### src/design/tgi_pkg.sv
// ---------------------------------------------------------------------------
// tgi_pkg
// Shared types and constants of the trilinear grid interpolator.
// ---------------------------------------------------------------------------
package tgi_pkg;

    localparam int ACC_W = 84;
    localparam logic [16:0] W_ONE = 17'h10000;

    typedef enum logic [2:0] {
        OP_ALT_LOAD = 3'd0,
        OP_LON_LOAD = 3'd1,
        OP_LAT_LOAD = 3'd2,
        OP_TBL_LOAD = 3'd3,
        OP_QUERY    = 3'd4
    } t_op;

    typedef enum logic [1:0] {
        CFG_ALT_COUNT = 2'd0,
        CFG_LON_COUNT = 2'd1,
        CFG_LAT_COUNT = 2'd2,
        CFG_LON_WRAP  = 2'd3
    } t_cfg_idx;

    typedef enum logic [1:0] {
        AX_ALT = 2'd0,
        AX_LON = 2'd1,
        AX_LAT = 2'd2
    } t_axis;

    typedef enum logic [3:0] {
        S_IDLE,
        S_AX_RD,
        S_AX_CMP,
        S_AX_EVAL,
        S_DIV,
        S_MAC_ADDR,
        S_MAC_WP,
        S_MAC_LO,
        S_MAC_HI,
        S_MAC_ACC,
        S_ROUND
    } t_state;

    typedef struct packed {
        t_op                op;
        logic [4:0]         alt_index;
        logic [4:0]         lon_index;
        logic [3:0]         lat_index;
        logic signed [31:0] load_value;
        logic signed [31:0] query_alt;
        logic signed [31:0] query_lat;
        logic signed [31:0] query_lon;
    } t_item;

    typedef struct packed {
        logic [5:0]  alt_count;
        logic [5:0]  lon_count;
        logic [4:0]  lat_count;
        logic [30:0] lon_wrap_span;
    } t_cfg;

    typedef struct packed {
        logic  avail;
        t_item head;
    } t_queue_out;

endpackage

### src/design/tgi_front.sv
// ---------------------------------------------------------------------------
// tgi_front
// Accepts items, drops unknown operations and queues the rest (two deep).
// ---------------------------------------------------------------------------
module tgi_front (
    input  logic                i_clk,
    input  logic                i_rst_n,
    input  logic                i_start,
    output logic                o_busy,
    input  tgi_pkg::t_item      i_item,
    output tgi_pkg::t_queue_out o_queue,
    input  logic                i_pop
);

    tgi_pkg::t_item r_q [2];
    logic           r_wp;
    logic           r_rp;
    logic [1:0]     r_cnt;
    logic           known_op;
    logic           push;

    assign o_busy   = (r_cnt == 2'd2);
    assign known_op = (i_item.op == tgi_pkg::OP_ALT_LOAD) || (i_item.op == tgi_pkg::OP_LON_LOAD)
                   || (i_item.op == tgi_pkg::OP_LAT_LOAD) || (i_item.op == tgi_pkg::OP_TBL_LOAD)
                   || (i_item.op == tgi_pkg::OP_QUERY);
    // unknown operations are accepted and dropped
    assign push     = i_start && !o_busy && known_op;

    assign o_queue.avail = (r_cnt != 2'd0);
    assign o_queue.head  = r_q[r_rp];

    always_ff @(posedge i_clk) begin
        if (push) begin
            r_q[r_wp] <= i_item;
        end
    end

    always_ff @(posedge i_clk) begin
        if (!i_rst_n) begin
            r_wp  <= 1'b0;
            r_rp  <= 1'b0;
            r_cnt <= 2'd0;
        end else begin
            if (push) begin
                r_wp <= ~r_wp;
            end
            if (i_pop) begin
                r_rp <= ~r_rp;
            end
            r_cnt <= r_cnt + 2'(push) - 2'(i_pop);
        end
    end

endmodule

### config.mk
export PLATFORM = sky130hd
export DESIGN_NAME = tgi_front
export DESIGN_NICKNAME = d
export VERILOG_FILES = /design/src/design/tgi_pkg.sv /design/src/design/tgi_front.sv
export SDC_FILE = /design/constraint.sdc
export NUM_CORES = 1
export LEC_CHECK = 0
export BUFFER_PORTS_ARGS = -buffer_cell sky130_fd_sc_hd__buf_2
export CORE_MARGIN = 2
export CORE_UTILIZATION = 35
export CTS_CLUSTER_DIAMETER = 40
export DETAILED_ROUTE_END_ITERATION = 16
export PLACE_DENSITY_LB_ADDON = 0.05
export SLEW_MARGIN = 20
export SYNTH_ARGS = -nofsm -noshare
export SYNTH_HDL_FRONTEND = slang
export SYNTH_SLANG_ARGS = --single-unit
### constraint.sdc
create_clock -name i_clk -period 14.2 [get_ports i_clk]
set_input_delay 4.26 -clock i_clk [delete_from_list [all_inputs] [get_ports i_clk]]
set_output_delay 4.26 -clock i_clk [all_outputs]
set_load 0.02 [all_outputs]
Yosys cells after proc, flatten, opt, wreduce, memory -nomap -nowiden
Memories as Yosys holds them, arrays and structs flattened. A register that Yosys moved wholly into a read port is not among the register bits.
Index checks and enable logic that the tools add are counted.
W data, S select, Z words.
- register bits: 4
- RAM bits: 290
- bits of input ports: 149
- output and inout port bits: 147
- logic and storage cells: 26
- memories kept: 1
- add/subtract/negate cells: 2
- equality and inequality tests: 5
- mux-type cells: 4
- bitwise gates (word level): 2
- reduce and logical (&&, ||, !) cells: 9
- memory list (name ; words ; bits a word ; read ports ; clocked after memory_dff ; write ports ; line ; text):
    r_q ; 2 ; 145 ; 1 ; 1 ; 1 ; tgi_front.sv:15 ; tgi_pkg::t_item r_q [2];
- operator list (operator ; count):
    $eq A3 B2 Y1 const B ; 2
    $logic_or A1 B1 Y1 ; 4
    $mux W1 ; 4
    $eq A3 B1 Y1 const B ; 1
    $eq A3 B3 Y1 const B ; 1
    $logic_not A3 Y1 ; 1
    $add A2 B1 Y2 ; 1
    $eq A2 B2 Y1 const B ; 1
    $logic_and A1 B1 Y1 ; 2
    $not A1 Y1 ; 2
    $reduce_bool A2 Y1 ; 1
    $sub A2 B1 Y2 ; 1
    $logic_not A1 Y1 ; 1

Logic depth before layout (Yosys ltp)
Gate-level depths: netlist (run 1).
- depth in word-level cells: 8
- gate-level depth with buffers: 8

Worst setup path after synthesis (run 1)
Ideal clock, no wire load.
- path kind: input-to-reg
- start: input port i_item[142] (netlist bit)
- end: memory r_q[0][0] (netlist bit), enable pin
- arrival time: 10.614 ns
- data required time: 13.548 ns
- path slack: 2.934 ns
- stages on the path: 3
- buffers on the path: 0
- cell sequence: o21ai_0 nand3b_1 nor2_1
- cells in the longest elaborated chain, start to end: 8
- elaborated cells between the ends (all ways): 12
- ends and longest elaborated chain (element ; line ; text):
    start: declaration ; tgi_front.sv:10 ; input tgi_pkg::t_item i_item,
    $eq A3 B1 Y1 or $logic_not A3 Y1 (tied branches) ; tgi_front.sv:23 ; assign known_op = (i_item.op == tgi_pkg::OP_ALT_LOAD) || (i_item.op == tgi_pkg::OP_LON_LOAD)
    $logic_or A1 B1 Y1 ; tgi_front.sv:23 ;
    $logic_or A1 B1 Y1 (2 in a row) ; tgi_front.sv:24 ; || (i_item.op == tgi_pkg::OP_LAT_LOAD) || (i_item.op == tgi_pkg::OP_TBL_LOAD)
    $logic_or A1 B1 Y1 (*) ; tgi_front.sv:25 ; || (i_item.op == tgi_pkg::OP_QUERY);
    $logic_and A1 B1 Y1 (*) ; tgi_front.sv:27 ; assign push = i_start && !o_busy && known_op;
    $mux W1 (*) ; tgi_front.sv:33 ; if (push) begin
    $mux W1 (implied by the code) (*) ; tgi_front.sv:34 ; r_q[r_wp] <= i_item;
    end: declaration ; tgi_front.sv:15 ;
Mark *: on every way between the ends. The rest lies on a longest branch, timed or not.

==> qor.csv, run 1 <==
metric,value,unit
fin_crit,6.77,ns
syn_nets,628,
cts_buffers,41,
post-dp-hpwl,14700,microns
antenna_left,0,
use_met2,21.9,%
multi_input_area,1950,sq um
finClkSkew,0.00653,ns
worstSetupEndpointType,output port,
ir_drop,0.0000892,V
synth_commonest_cells,"edfxtp_1, mux2_2, mux2_4, buf_2, buf_6",
drive_gt1_share,61.1,%
vias,5474,
min_period_over_period,47.6,%
fp.dieW,180,microns
power_density,167,nW/um^2
cts-root-buf,clkbuf_16,
initial_core_util,35.6,%
syn_avg_cell_area,22.8,sq um
io_pins,296,
path_class,flip-flop to output port,
layout.area.seq,8810,sq um
synth_top_area_share,80.0,%
critPathLaunchType,flip-flop,
grt_usage,13.2,%
use_met1,15.0,%
synthDistinctLibCells,18,
antenna_found_initial,7,
status,finished clean,
synthFlopType,edfxtp_1,
yosys_warnings,0,
rsz0062_at_grt,no,
portBuffers,295,
tritoncts,yes,
row_count,64,
fillCellCount,2704,
fmax,148,MHz
path_max_fanout,61,
tns,0,ns
die_height,180,microns
grt_pass1_wl,32900,microns
core-area,30600,sq um
grt-ovfl-total,0,
dp_slack,7.48,ns
setup_violations,0,
grt_max_degree,73,
worst_pin_slew,1.03,ns
arrival,2.51,ns
grt_pass1_vias,5807,
netlist_top_cells_area,"edfxtp_1, mux2_2, mux2_4",
cellLeakagePower,5.37,nW
cts-resized-gates,0,
wl,22300,microns
slew_headroom,31.0,%
busiest_layer,met2,
clk_pin_slew_worst_paths,0.05,ns
avgViaCountPerCell,4.44,
clk_latency,0.51,ns
nNetsFinal,956,
synthArstFlopShare,0,%
postCtsSetupBuffers,0,
worst_slack,7.43,ns
synthCells,477,
gp_congestion,0.735,
clock-sinks,295,
yosysSeqAreaShare,80.9,%
syn2layout_area_growth,30.3,%
syn_area,10900,sq um
hold_buffers,0,
clock_path_buffers,3,
htreeDepth,2,
synth.largest_area_cell,edfxtp_1,
hold_violations,0,
die_area,32500,sq um
drc,0,
drt_first_iter_violations,237,
drtPass1Iterations,4,
worstPathRequired,9.94,ns
yosysMostFrequentCell,edfxtp_1,
maxSlewViolCount,0,
synth_edf_count,290,
cap_viol_max_count,0,
met3_usage,5.86,%
holdCritPathClass,flip-flop to flip-flop,
wl_per_cell,18.1,microns
ys_ff_latch,295,
[placed cells by master (no fill, tap or decap), types with 3 or more instances in the layout]
master        n
buf_2       295
clkinv_1      9
mux2_4       50
nor2_1        3
clkbuf_1      4
inv_1         3
buf_4         6
bufinv_16     6
dfxtp_1       4
clkbuf_16    43
clkinvlp_4    4
edfxtp_1    290
mux2_2       95
clkinv_2      6
[critical path, cell delays in order (launching register included)]
cell and delay, ns:
dfxtp_4 0.50, buf_4 0.79, mux2_2 0.43, buf_2 0.16
[state kept, by name, indices dropped and copies added (netlist names), named ones only]
register and cells:
r_cnt 2, r_q 290, r_rp 1, r_wp 1
[cells by family after synthesis]
| kind of cell | count (synthesis) | share of synthesized area, % |
|---|---|---|
| adder cells (fa/ha/maj) | 2 | 0.230 |
| buffers and inverters | 19 | 1.24 |
| multiplexers | 146 | 16.8 |
| AO/OA/AOI/OAI | 1 | 0.0459 |
| AND/OR/NAND/NOR | 11 | 0.483 |
| XOR/XNOR | 3 | 0.241 |
| flip-flops | 295 | 80.9 |
[where the power goes]
group,total (mW),internal [mW],switching [mW]
Combinational,0.304,0.120,0.184
Sequential,1.05,1.04,0.0161
Clock,1.01,0.658,0.349
[stage by stage]
step,utilization [%],instance area (sq um),hold slack [ns],power [mW],instances
6_report,46.4,14200,0.506,2.37,1234
5_1_grt,46.3,14200,0.522,2.46,1232
4_1_cts,46.3,14200,0.512,2.40,1232
3_5_place_dp,41.8,12800,0.499,1.38,1158
3_3_place_gp,41.8,12800,0.496,1.38,1158
2_1_floorplan,-,10900,0.451,1.28,477
[routing by layer]
layer / routed length (microns) / vias up
met2: 10800 / 218
met5: 63 / -
li1: - / 2563
met4: 492 / 10
met3: 2190 / 50
met1: 8740 / 2633
[cell type report]
class	instances	area share, %
antenna	2	0.0353
multi-input combinational	163	13.8
tap	396	3.49
clock buffer	47	7.69
timing repair buffer	301	10.7
sequential	295	62.1
clock inverter	27	2.06
inverter	3	0.0794
[final timing paths]
| path | startpoint | to | slack (ns) | cells after the start |
|---|---|---|---|---|
| setup reg to reg | r_cnt[1]$_SDFF_PN0_ | r_q[1][97]$_DFFE_PP_ | 11.56 | 4 |
| setup / recovery | flip-flop | o_queue[18] | 7.43 | 3 |
| hold reg to reg | r_rp$_SDFFE_PN0P_ | flip-flop | 0.51 | 2 |
| hold / removal | r_rp$_SDFFE_PN0P_ | flip-flop | 0.51 | 2 |
(Power assumes the default switching activity.)
==> run 2: changes to the inputs <==
==> constraint.sdc (replaced) <==
create_clock -name i_clk -period 6.4 [get_ports i_clk]
set_input_delay 1.92 -clock i_clk [delete_from_list [all_inputs] [get_ports i_clk]]
set_output_delay 1.92 -clock i_clk [all_outputs]
set_load 0.02 [all_outputs]
==> run 2 against run 1 <==
Hold slack worse by 0.0031 ns. Critical path depth stayed put. Sequential power is 120% higher. Wire length is 1.8% higher. Power is 130% higher. Critical path type unchanged. Critical endpoint is now o_queue[60].
==> qor.csv, run 2 (synthesis results as in run 1) <==
metric,value,unit,change
status,finished clean,,
drtPass1Iterations,5,,+1
syn2layout_area_growth,31.6,%,
fillCellCount,2667,,-1.4%
core-area,30600,sq um,unchanged
maxSlewViolCount,0,,unchanged
die_area,32500,sq um,unchanged
cts-root-buf,clkbuf_16,,
clock_path_buffers,3,,unchanged
path_max_fanout,33,,-46%
hold_violations,0,,unchanged
vias,5636,,+3.0%
row_count,64,,unchanged
gp_congestion,0.762,,+3.8%
layout.area.seq,8810,sq um,unchanged
die_height,180,microns,unchanged
largest_reg_flops,290,,unchanged
grt_pass1_wl,33900,microns,+3.1%
arrival,2.28,ns,-0.23 ns
mostFrequentLayoutCells,"buf_2, edfxtp_1, mux2_2, mux2_4, clkbuf_16",,
antenna_left,0,,unchanged
postCtsSetupBuffers,0,,unchanged
power_density,372,nW/um^2,+120%
tns,0,ns,unchanged
drc,0,,unchanged
cts-resized-gates,0,,unchanged
initial_core_util,35.6,%,unchanged
path_class,flip-flop to output port,,
hold_buffers,0,,unchanged
stdcell_count,1247,,+1.1%
worst_slack,2.20,ns,-5.24 ns
layout_commonest_cell,buf_2,,
fin_total_pwr,5.33,mW,+130%
grt_pass1_vias,6039,,+4.0%
io_pins,296,,unchanged
cap_viol_max_count,0,,unchanged
wl,22700,microns,+1.8%
top_regs,"r_q (290), r_cnt (2)",,
stdcell_area,14300,sq um,+0.96%
dp.cells,1160,,+0.17%
worstPathRequired,4.48,ns,-5.46 ns
cellLeakagePower,5.44,nW,+1.3%
tritoncts,yes,,
clk_latency,0.51,ns,about the same
holdWs,0.503,ns,-0.00311 ns
holdCritPathClass,flip-flop to flip-flop,,
combPwrFrac,12.6,%,-0.3 points
worst_pin_slew,0.773,ns,-0.262 ns
wl_per_cell,18.2,microns,+0.71%
dp_slack,2.25,ns,-5.23 ns
fin_crit,4.20,ns,
drt_first_iter_violations,201,,-15%
htreeDepth,2,,unchanged
p_int,4.06,mW,+120%
slew_headroom,48.5,%,+17 points
postLayoutCoreUtil,46.8,%,+0.45 points
nNetsFinal,960,,+0.42%
ir_drop,0.000206,V,+130%
drive_gt1_share,62.4,%,+1.3 points
min_period_over_period,65.7,%,
multi_input_area,1950,sq um,unchanged
switching_share,23.7,%,+0.52 points
clock-sinks,295,,unchanged
avgViaCountPerCell,4.52,,+1.9%
post-dp-hpwl,15000,microns,+2.1%
clk_pin_slew_worst_paths,0.05,ns,about the same
p_switching,1.26,mW,+130%
critPathLaunchType,flip-flop,,
fp.dieW,180,microns,unchanged
finClkSkew,0.00837,ns,+0.00183 ns
worstSetupEndpointType,output port,,
cts_buffers,42,,+2.4%
setup_violations,0,,unchanged
fmax,238,MHz,
grt_max_degree,64,,-12%
dpl_cell_area,12800,sq um,+0.21%
grt-ovfl-total,0,,unchanged
seqPwrFrac,44.1,%,-0.5 points
top_register,r_q,,
rsz0062_at_grt,no,,
p_clk_share,43.4,%,+0.8 points
grt_usage,13.6,%,+0.40 points
portBuffers,295,,unchanged
antenna_found_initial,11,,+4
-- run 2: changes by cell type in the layout (fill, tap and decap cells not counted), sizes merged --
| cell | delta |
|---|---|
| buf | +3 |
| bufinv | -1 |
| clkbuf | +1 |
| clkinv | +2 |
| diode | +6 |
| inv | +2 |
-- run 2: worst paths after layout --
| path | end | slack [ns] | cells past startpoint | start |
|---|---|---|---|---|
| min | r_wp$_SDFFE_PN0P_ | 0.50 | 2 | r_wp$_SDFFE_PN0P_ |
| max reg2reg | r_q[0][33]$_DFFE_PP_ | 4.37 | 4 | r_cnt[1]$_SDFF_PN0_ |
| min reg2reg | r_wp$_SDFFE_PN0P_ | 0.50 | 2 | r_wp$_SDFFE_PN0P_ |
| max | o_queue[60] | 2.20 | 3 | flip-flop |
-- run 2: layout make-up --
cell class	instances	share of cell area (%)
inverters	3	0.0786
multi-input cells	163	13.6
well taps	396	3.46
diodes	8	0.140
flip-flops and latches	295	61.5
clock buffers	48	7.94
clock inverters	30	2.23
repair buffers	304	11.0
-- run 2: power by group through the flow --
stage               clock network (mW)  logic, mW  registers [mW]
finish                            2.31      0.670            2.35
global route                      2.47      0.721            2.36
CTS                               2.38      0.676            2.36
detailed placement                   0      0.673            2.40
global placement                     0      0.661            2.39
floorplan                            0      0.450            2.38
-- run 2: layer usage --
metal / up-vias / wire, microns / track usage [%]
li1: 2582 / - / -
met1: 2755 / 8800 / 15.5
met2: 243 / 11100 / 22.7
met3: 50 / 2110 / 5.50
met4: 6 / 604 / 5.42
met5: - / 38 / 0
-- run 2: worst max-delay path, cell delays in order, from the launching register on --
cell	delay [ns]
dfxtp_4	0.69
buf_4	0.48
mux2_2	0.40
buf_2	0.16
==> run 3: changes to the inputs <==
==> constraint.sdc (replaced) <==
create_clock -name i_clk -period 3.6 [get_ports i_clk]
set_input_delay 1.08 -clock i_clk [delete_from_list [all_inputs] [get_ports i_clk]]
set_output_delay 1.08 -clock i_clk [all_outputs]
set_load 0.02 [all_outputs]
==> run 3 against run 2 <==
Utilization is 0.16 points higher. Design area up 0.35%. Largest cell class unchanged. Clock power is 79% higher. Critical path type unchanged. Sequential cell count unchanged. Worst setup slack got worse by 1.8 ns. Power up 79%.
==> qor.csv, run 3 (synthesis results as in run 1) <==
metric,value,unit,change
die_area,32500,sq um,unchanged
avgViaCountPerCell,4.46,,-1.4%
vias,5537,,-1.8%
fin_crit,3.21,ns,
fmax,311,MHz,
tritoncts,yes,,
wl_per_cell,17.9,microns,-1.9%
arrival,2.13,ns,-0.15 ns
holdCritPathClass,flip-flop to flip-flop,,
cts-root-buf,clkbuf_16,,
rsz0062_at_grt,no,,
clk_latency,0.51,ns,about the same
nNetsFinal,959,,-0.10%
gp_congestion,0.719,,-5.7%
clock_path_buffers,3,,unchanged
postCtsSetupBuffers,0,,unchanged
min_period_over_period,89.2,%,
clock-sinks,295,,unchanged
worst_slack,0.390,ns,-1.81 ns
syn2layout_area_growth,32.0,%,
row_count,64,,unchanged
core-area,30600,sq um,unchanged
stdcell_area,14400,sq um,+0.35%
fillCellCount,2649,,-0.67%
wl,22200,microns,-2.3%
drc,0,,unchanged
drtPass1Iterations,4,,-1
layout.area.seq,8810,sq um,unchanged
io_pins,296,,unchanged
status,finished clean,,
antenna_left,0,,unchanged
path_class,flip-flop to output port,,
setup_violations,0,,unchanged
antenna_found_initial,8,,-3
top_register,r_q,,
drt_first_iter_violations,226,,+12%
multi_input_area,1960,sq um,+0.19%
slew_headroom,64.3,%,+16 points
power_density,662,nW/um^2,+78%
cap_viol_max_count,0,,unchanged
critPathLaunchType,flip-flop,,
hold_buffers,0,,unchanged
grt_pass1_wl,33400,microns,-1.5%
worstSetupEndpointType,output port,,
cellLeakagePower,5.44,nW,about the same
fp.dieW,180,microns,unchanged
grt_usage,13.3,%,-0.31 points
clk_pin_slew_worst_paths,0.05,ns,about the same
dp_slack,0.825,ns,-1.42 ns
cts_buffers,42,,unchanged
maxSlewViolCount,0,,unchanged
initial_core_util,35.6,%,unchanged
dpl_cell_area,12900,sq um,+0.52%
htreeDepth,2,,unchanged
portBuffers,295,,unchanged
grt_max_degree,84,,+31%
top_regs,"r_q (290), r_cnt (2)",,
layout_commonest_cell,buf_2,,
largest_reg_flops,290,,unchanged
cts-resized-gates,0,,unchanged
post-dp-hpwl,14600,microns,-2.8%
die_height,180,microns,unchanged
hold_violations,0,,unchanged
path_max_fanout,28,,-15%
worstPathRequired,2.52,ns,-1.96 ns
finClkSkew,0.00887,ns,+0.000502 ns
ir_drop,0.000414,V,+100%
worst_pin_slew,0.535,ns,-0.238 ns
mostFrequentLayoutCells,"buf_2, edfxtp_1, mux2_2, mux2_4, clkbuf_16",,
drive_gt1_share,62.2,%,-0.21 points
grt-ovfl-total,0,,unchanged
grt_pass1_vias,6032,,-0.12%
-- run 3: cell types whose count changed in the layout (fill, tap and decap cells not counted), sizes merged --
| cell | previous run | this run |
|---|---|---|
| buf | 304 | 303 |
| clkinv | 17 | 10 |
| diode | 8 | 5 |
| clkbuf | 48 | 54 |
-- run 3: critical path: stages (launching register included) --
cell	delay [ns]
dfxtp_4	0.66
buf_4	0.41
mux2_2	0.38
buf_2	0.16
-- run 3: worst paths after layout --
path	from	end	slack, ns	depth (start not counted)
max	flip-flop	o_queue[1]	0.39	3
min	r_rp$_SDFFE_PN0P_	flip-flop	0.52	2
max reg2reg	r_cnt[1]$_SDFF_PN0_	r_q[1][139]$_DFFE_PP_	1.62	4
min reg2reg	r_rp$_SDFFE_PN0P_	flip-flop	0.52	2
-- run 3: per-stage QoR --
stage | hold slack [ns] | power, mW | utilization, % | std cells | TNS (ns)
floorplan | 0.480 | 5.02 | - | 477 | -132.88
global placement | 0.496 | 5.45 | 42.1 | 1160 | 0
detailed placement | 0.516 | 5.47 | 42.1 | 1160 | 0
CTS | 0.528 | 9.67 | 46.9 | 1237 | 0
global route | 0.561 | 9.91 | 46.9 | 1239 | 0
finish | 0.519 | 9.51 | 47.0 | 1242 | 0
-- run 3: where the power goes --
part	switching, mW	internal (mW)	leakage (nW)
registers	0.0725	4.09	2.71
clock network	1.44	2.70	0.707
logic	0.715	0.494	2.03
-- run 3: layout make-up --
| cell class | instances | area share (%) |
|---|---|---|
| inverters | 3 | 0.0784 |
| clock buffers | 54 | 8.21 |
| clock inverters | 23 | 2.00 |
| multi-input cells | 163 | 13.6 |
| well taps | 396 | 3.45 |
| diodes | 5 | 0.0871 |
| repair buffers | 303 | 11.2 |
| flip-flops and latches | 295 | 61.3 |
-- run 3: metal layers --
metal  routed length [microns]  vias up  GRT usage, %  part of all wire (%)
met5                        41        -             0                  0.18
met4                       408        6          4.52                   1.8
met3                      2150       38          5.86                   9.7
met2                     11000      218          22.4                    50
met1                      8580     2697          15.0                    39
li1                          -     2578             -                     -
